$ cat src/design/twf_pkg.sv
`default_nettype none

package twf_pkg;

   localparam int FRAC_BITS_DEF = 16;

   localparam int VAR_W     = 63;
   localparam int RAD_W     = 2 * VAR_W;
   localparam int SQ_STEPS  = VAR_W;
   localparam int REM_W     = VAR_W + 2;
   localparam int DIV_STEPS = 32;

   localparam int QUEUE_DEPTH = 4;
   localparam int PTR_W       = $clog2(QUEUE_DEPTH);
   localparam int CNT_W       = $clog2(QUEUE_DEPTH + 1);

   typedef struct packed {
      logic signed [31:0] mean_u;
      logic signed [31:0] mean_up;
      logic signed [31:0] mean_u_sq;
      logic signed [31:0] mean_up_sq;
      logic signed [31:0] mean_u_up;
   } req_type;

   typedef struct packed {
      logic        [31:0] emittance;
      logic signed [31:0] alpha;
      logic        [31:0] beta;
      logic        [31:0] gamma;
      logic        [31:0] var_u;
      logic        [31:0] var_up;
      logic               degenerate;
   } rsp_type;

   typedef struct packed {
      logic [VAR_W-1:0] vu;
      logic [VAR_W-1:0] vup;
      logic [VAR_W-1:0] cmag;
      logic             cov_pos;
      logic [31:0]      var_u;
      logic [31:0]      var_up;
   } mom_type;

   function automatic logic [31:0] sat_u32(input logic [64:0] v);
      return (|v[64:32]) ? 32'hFFFF_FFFF : v[31:0];
   endfunction

endpackage

`default_nettype wire

$ cat src/design/twf_queue.sv
`default_nettype none

module twf_queue import twf_pkg::*; (
   input  logic    clock,
   input  logic    reset,
   input  logic    push_valid,
   input  mom_type push_data,
   output logic    full,
   output logic    empty,
   input  logic    pop,
   output mom_type head
);

   mom_type          mem_ff [QUEUE_DEPTH];
   logic [PTR_W-1:0] wr_ptr_ff, wr_ptr_in;
   logic [PTR_W-1:0] rd_ptr_ff, rd_ptr_in;
   logic [CNT_W-1:0] cnt_ff, cnt_in;
   logic             push;

   assign full  = (cnt_ff == CNT_W'(QUEUE_DEPTH));
   assign empty = (cnt_ff == '0);
   assign push  = push_valid && !full;
   assign head  = mem_ff[rd_ptr_ff];

   always_comb begin
      wr_ptr_in = wr_ptr_ff;
      rd_ptr_in = rd_ptr_ff;
      cnt_in    = cnt_ff;
      if (push) begin
         wr_ptr_in = (wr_ptr_ff == PTR_W'(QUEUE_DEPTH - 1)) ? '0 : wr_ptr_ff + 1'b1;
      end
      if (pop) begin
         rd_ptr_in = (rd_ptr_ff == PTR_W'(QUEUE_DEPTH - 1)) ? '0 : rd_ptr_ff + 1'b1;
      end
      if (push && !pop) begin
         cnt_in = cnt_ff + 1'b1;
      end else if (pop && !push) begin
         cnt_in = cnt_ff - 1'b1;
      end
   end

   always_ff @(posedge clock) begin
      if (reset) begin
         wr_ptr_ff <= '0;
         rd_ptr_ff <= '0;
         cnt_ff    <= '0;
      end else begin
         wr_ptr_ff <= wr_ptr_in;
         rd_ptr_ff <= rd_ptr_in;
         cnt_ff    <= cnt_in;
      end
   end

   always_ff @(posedge clock) begin
      if (push) begin
         mem_ff[wr_ptr_ff] <= push_data;
      end
   end

endmodule

`default_nettype wire

$ cat config.mk
export PLATFORM = sky130hd
export DESIGN_NAME = twf_queue
export DESIGN_NICKNAME = d
export VERILOG_FILES = /design/src/design/twf_pkg.sv /design/src/design/twf_queue.sv
export SDC_FILE = /design/constraint.sdc
export NUM_CORES = 1
export LEC_CHECK = 0
export BUFFER_PORTS_ARGS = -buffer_cell sky130_fd_sc_hd__buf_4
export CAP_MARGIN = 20
export CORE_MARGIN = 2
export CORE_UTILIZATION = 46
export CTS_CLUSTER_DIAMETER = 200
export CTS_CLUSTER_SIZE = 16
export DETAILED_ROUTE_END_ITERATION = 8
export GPL_ROUTABILITY_DRIVEN = 0
export PLACE_DENSITY = 0.68
export SYNTH_ARGS = -nofsm -noshare
export SYNTH_HDL_FRONTEND = slang
export SYNTH_SLANG_ARGS = --single-unit
$ cat constraint.sdc
create_clock -name clock -period 7.2 [get_ports clock]
set_clock_uncertainty 0.2 [all_clocks]
set_input_delay 0.36 -clock clock [delete_from_list [all_inputs] [get_ports clock]]
set_output_delay 0.36 -clock clock [all_outputs]
set_load 0.01 [all_outputs]
# Word-level counts from Yosys, hierarchy flattened
# Memory sizes are Yosys's and may differ from the RTL's. A register that Yosys moved wholly into a read port is not among the register bits.
# Cells that the tools add are included.
[word_totals] reg_bits=7 mem_bits_rw=1016 input_bits=258 out_inout_bits=256 word_cells=27 memories=1
[memory_table] memory="mem_ff" words=4 word_bits=254 rd=1 rd_ports_with_merged_regs=1 wr=1 line_no="twf_queue.sv:14" source="mom_type mem_ff [QUEUE_DEPTH];"
[classes] add_sub_neg=4 eq_ne=3 n_mux=8 n_reduce_logical=8
[ops] op="2-to-1 mux 2 bit" n=4
[ops] op="2-to-1 mux 3 bit" n=2
[ops] op="adder 2 x 1 -> 2 bit (second input constant)" n=2
[ops] op="== test 2 bit (second input constant)" n=2
[ops] op="adder 3 x 1 -> 3 bit (second input constant)" n=1
[ops] op="== test 3 bit (second input constant)" n=1
[ops] op="logical AND 1 bit" n=3
[ops] op="logical NOT 1 bit" n=3
[ops] op="logical NOT 3 bit" n=1
[ops] op="subtractor 3 x 1 -> 3 bit (second input constant)" n=1
[ops] op="2-to-1 mux 1 bit" n=2
[ops] op="nonzero test 2 bit" n=1

# Logic depth before layout (Yosys ltp)
[depth] depth_word=7 ltp_mapped=10 ltp_nobuf=9

# Least setup slack after synthesis
# Ideal clock, no wire load.
[synth_timing] path_type="reg2reg" start="register cnt_ff[0]" end="memory mem_ff[0][0] (netlist bit) (enable)" setup_time_ps=650 arrival_ps=6568 required_ps=6350 slack_ps=-217 path_stages_with_launch=4 n_path_buf=1 period_less_slack_ps=7417 cell_sequence="dfxtp_1 -> or3b_1 -> clkbuf_1 -> and3_1"
[synth_via] elab_chain_cells=5
[synth_lines] item="start: declaration" line_no="twf_queue.sv:17" source="logic [CNT_W-1:0] cnt_ff, cnt_in;"
[synth_lines] item="start signal: assignment" line_no="twf_queue.sv:50" source="cnt_ff <= cnt_in;"
[synth_lines] item="== test 3 bit" line_no="twf_queue.sv:20" source="assign full = (cnt_ff == CNT_W'(QUEUE_DEPTH));"
[synth_lines] item="logical NOT 1 bit" line_no="twf_queue.sv:22" source="assign push = push_valid && !full;"
[synth_lines] item="logical AND 1 bit" line_no="twf_queue.sv:22"
[synth_lines] item="2-to-1 mux 1 bit" line_no="twf_queue.sv:55" source="if (push) begin"
[synth_lines] item="2-to-1 mux 1 bit (not written as such)" line_no="twf_queue.sv:56" source="mem_ff[wr_ptr_ff] <= push_data;"
[synth_lines] item="end: declaration" line_no="twf_queue.sv:14"
# Every way passes these cells.

==> summary.md <==
| Metric | Value |
|---|---|
| Run status | `complete, but fails checks` |
| Failing checks | `max-slew violations` |
| Syn Std Cell Area | `roughly 0.037 mm^2` |
| Pre-antenna DRT Iters | `5` |
| Top Layer Used | `met5` |
| Worst-margin pin slew | `about 1.6 ns` |
| Worst reg-to-reg path cell count | `4` |
| Wl on met1 | `between 20000 and 30000 um` |
| Top FF cell, synth | `edfxtp_1` |
| Sinks on Clock Net | `1025` |
| Post-synth EDFFs | `slightly above 1000` |
| Routed WL | `between 70000 and 80000 um` |
| Simple-Gate Fraction of Synth Area | `0.00233` |
| Die height | `approximately 290 um` |
| Metal3 WL | `~4800 um` |
| Share of layout cells above drive strength 1 | `0.396` |
| Total GRT Usage | `0.179` |
| WP data required | `6.64 ns` |
| Post-Place Worst Slack | `between 3 and 4 ns` |
| Area of the multi-input gates | `roughly 0.006 mm^2` |
| Number of global-route vias before repair | `about 19000` |
| Most common cell in the netlist | `edfxtp_1` |
| Cell taking the most area after synthesis | `edfxtp_1` |
| Initial antenna violation count | `4` |
| Deepest clock path buffer count | `3` |
| Seq/Total Area, Yosys | `0.829` |
| Setup tns final | `0 ns` |
| Port bufs | `513` |
| Critical-path top delay cell | `dfxtp_4` |
| Crit path launch type | `register` |
| Htree depth | `3` |
| Final period utilization | `0.517` |
| First-pass GRT wire length | `around 110000 um` |
| Post-route ant nets | `0` |
| Synth top area share | `0.824` |
| Largest family of logic cells by synthesized area | `multiplexers` |
| Final slew viol count | `40` |
| Core ar. | `around 0.08 mm^2` |
| Synthesis-stage register bit count | `a little over 1000` |
| Syn-to-layout area delta | `26.3%` |
| RSZ-0062 raised after global routing | `no` |
| Fmax | `269 MHz` |
| Top post-synthesis cells by count | `edfxtp_1 (1016), mux4_2 (254), buf_2 (20)` |
| Overflow after GRT | `0` |
| Crit path buffers/inverters | `2` |
| R2R Path End | `mem_ff[1][35]` |
| Critical path class | `register to primary output` |
| Worst r2r src | `cnt_ff[0]` |
| Layout filler cell count | `slightly below 6000` |
| Beginning of the worst hold path | `push_data[70]` |
| Wire per inst | `about 23 um` |
| Register-to-register setup slack | `3.99 ns` |
| Largest net degree at the start of global routing | `about 160` |
| Resize count post-CTS | `0` |
| Leakage | `about 16 nW` |
| Initial Util | `0.462` |
| Hold Vio Cnt, Final | `0` |
| Synth area leaders | `edfxtp_1 (82%), mux4_2 (15%), dfxtp_1 (0.49%)` |
| Via/cell ratio | `between 5 and 6` |
| Clock Latency Late Sink | `0.64 ns` |
| Synth Instances | `1376` |
| WHS | `0.258 ns` |
| Worst-path clk slew | `roughly 0.080 ns` |
| CP peak stage delay | `0.86 ns` |
| Die area | `slightly above 0.08 mm^2` |
| Max_cap viols | `0` |
| CTS Root Buffer Type | `clkbuf_16` |
| VDD IR max | `approximately 220 uV` |
| TritonCTS buffer count | `between 70 and 80` |
| Row count | `around 100` |
| Top Ports | `about 500` |
| Crit path DAT | `about 3.2 ns` |
| Asr flop ratio synth | `0` |
| Synth Area in Adders | `0.00257` |
| Die width | `~290 um` |
| Via count | `17200` |
| Slew Limit Headroom | `-0.0407` |
| Hold path cells | `2` |
| Detail Placement HPWL | `between 40000 and 50000 um` |
| Sequential cell area | `about 0.031 mm^2` |
| Worst path cell trace | `buf_12 > mux4_2 > buf_4` |
| Warnings, synthesis | `0` |
| Initial DRC count | `around 1100` |
| Worst Hold Path EP | `mem_ff[2][70]` |
| Min-Delay Path Class | `input pin to register` |
| Unique masters post-synth | `24` |
| Mux contribution to synthesized area | `0.155` |
| Final min period | `3.72 ns` |
| Met2 WL post-DR | `38400 um` |
| XOR/XNOR share of the synthesized area | `0.000473` |
| Final WS setup | `3.48 ns` |
| Net count, final | `~2400` |
| Crit Path Max Fanout | `around 100` |
| DRC errors left | `0` |
| Crit-path leading delay family | `flip-flops` |
| Complex-gate fraction of the synthesized area | `0.000879` |
| Synth Net Count | `1641` |
| PwrDens | `about 280 mW/mm^2` |
| TritonCTS clock tree | `done` |
| CP endpoint kind | `primary output` |
| Setup violations, final | `0` |
| Avg Synthesized Cell Area | `about 27 um^2` |
[repair_timing]
action                    4_1_cts  5_1_grt
hold endpoints to repair     1025        0
buffers inserted                0        0
hold buffers                  257        0
[worst max path at each step]
| stage | start | endpoint | slack [ns] | cells past startpoint |
|---|---|---|---|---|
| global route | register | head[223] | 3.18 | 3 |
| detailed placement | cnt_ff[0] | mem_ff[1][194] | 3.95 | 4 |
| global placement | cnt_ff[0] | mem_ff[1][194] | 4.01 | 4 |
| floorplan | cnt_ff[0] | mem_ff[0][0] | 2.72 | 3 |
| CTS | register | head[223] | 3.34 | 3 |
| finish | register | head[215] | 3.48 | 3 |
[power by group]
part | leakage [nW] | total, mW | switching [mW] | internal [mW]
logic | 5.17 | 1.92 | 0.987 | 0.936
clock network | 1.00 | 3.81 | 1.90 | 1.91
registers | 9.39 | 7.28 | 0.125 | 7.16
[worst reg2reg max path, delay by kind of cell (launching register included)]
kind / cells / cell delay (ns)
simple gates: 2 / 0.98
flops: 1 / 0.43
buf+inv: 2 / 1.18
[flip-flops by register name, summed over array words and instances, names as in the netlist, named ones only]
signal     flops
mem_ff      1016
cnt_ff         3
rd_ptr_ff      2
wr_ptr_ff      2
[metal layers]
layer  global-route usage  up-vias
met5                    0        -
met4               0.0702        2
met3               0.0415      141
met2                0.297      502
met1                0.231     9002
li1                     -     7537
[cells in the final DEF, fill, tap and decap left out, drive strengths merged, types with 3 or more instances in the layout]
| master | instances |
|---|---|
| mux4 | 254 |
| inv | 11 |
| ha | 6 |
| buf | 529 |
| diode | 4 |
| nor2 | 5 |
| edfxtp | 1016 |
| and3 | 4 |
| clkbuf | 89 |
| dlygate4sd3 | 257 |
| a21oi | 3 |
| dfxtp | 9 |
[per-stage QoR]
stage          cells  total power, mW  utilization  instance area [um^2]
2_1_floorplan   1376             8.34            -                 37000
3_3_place_gp    2907             9.20        0.525                 42100
3_5_place_dp    2907             9.25        0.525                 42100
4_1_cts         3260             13.2        0.583                 46700
5_1_grt         3262             13.5        0.583                 46700
6_report        3264             13.0        0.583                 46700
[layout make-up]
type / instances / area share
diodes: 4 / 0.000214
clock buffers: 89 / 0.0413
clock inverters: 7 / 0.00286
inverters: 6 / 0.000482
multi-input cells: 287 / 0.128
flip-flops and latches: 1025 / 0.657
well taps: 1060 / 0.0284
repair buffers: 786 / 0.142
[logic make-up (layout without fill, tap and decap cells)]
group,after synthesis,count (layout)
DFF,1025,1025
buffers and inverters,64,888
other,0,4
AOI/OAI and AO/OA,6,6
xor gates and xnor gates,2,2
muxes,256,256
and+or+nand+nor,16,16
adders and majority gates,7,7
No activity file was read; power rests on OpenSTA's default activity.
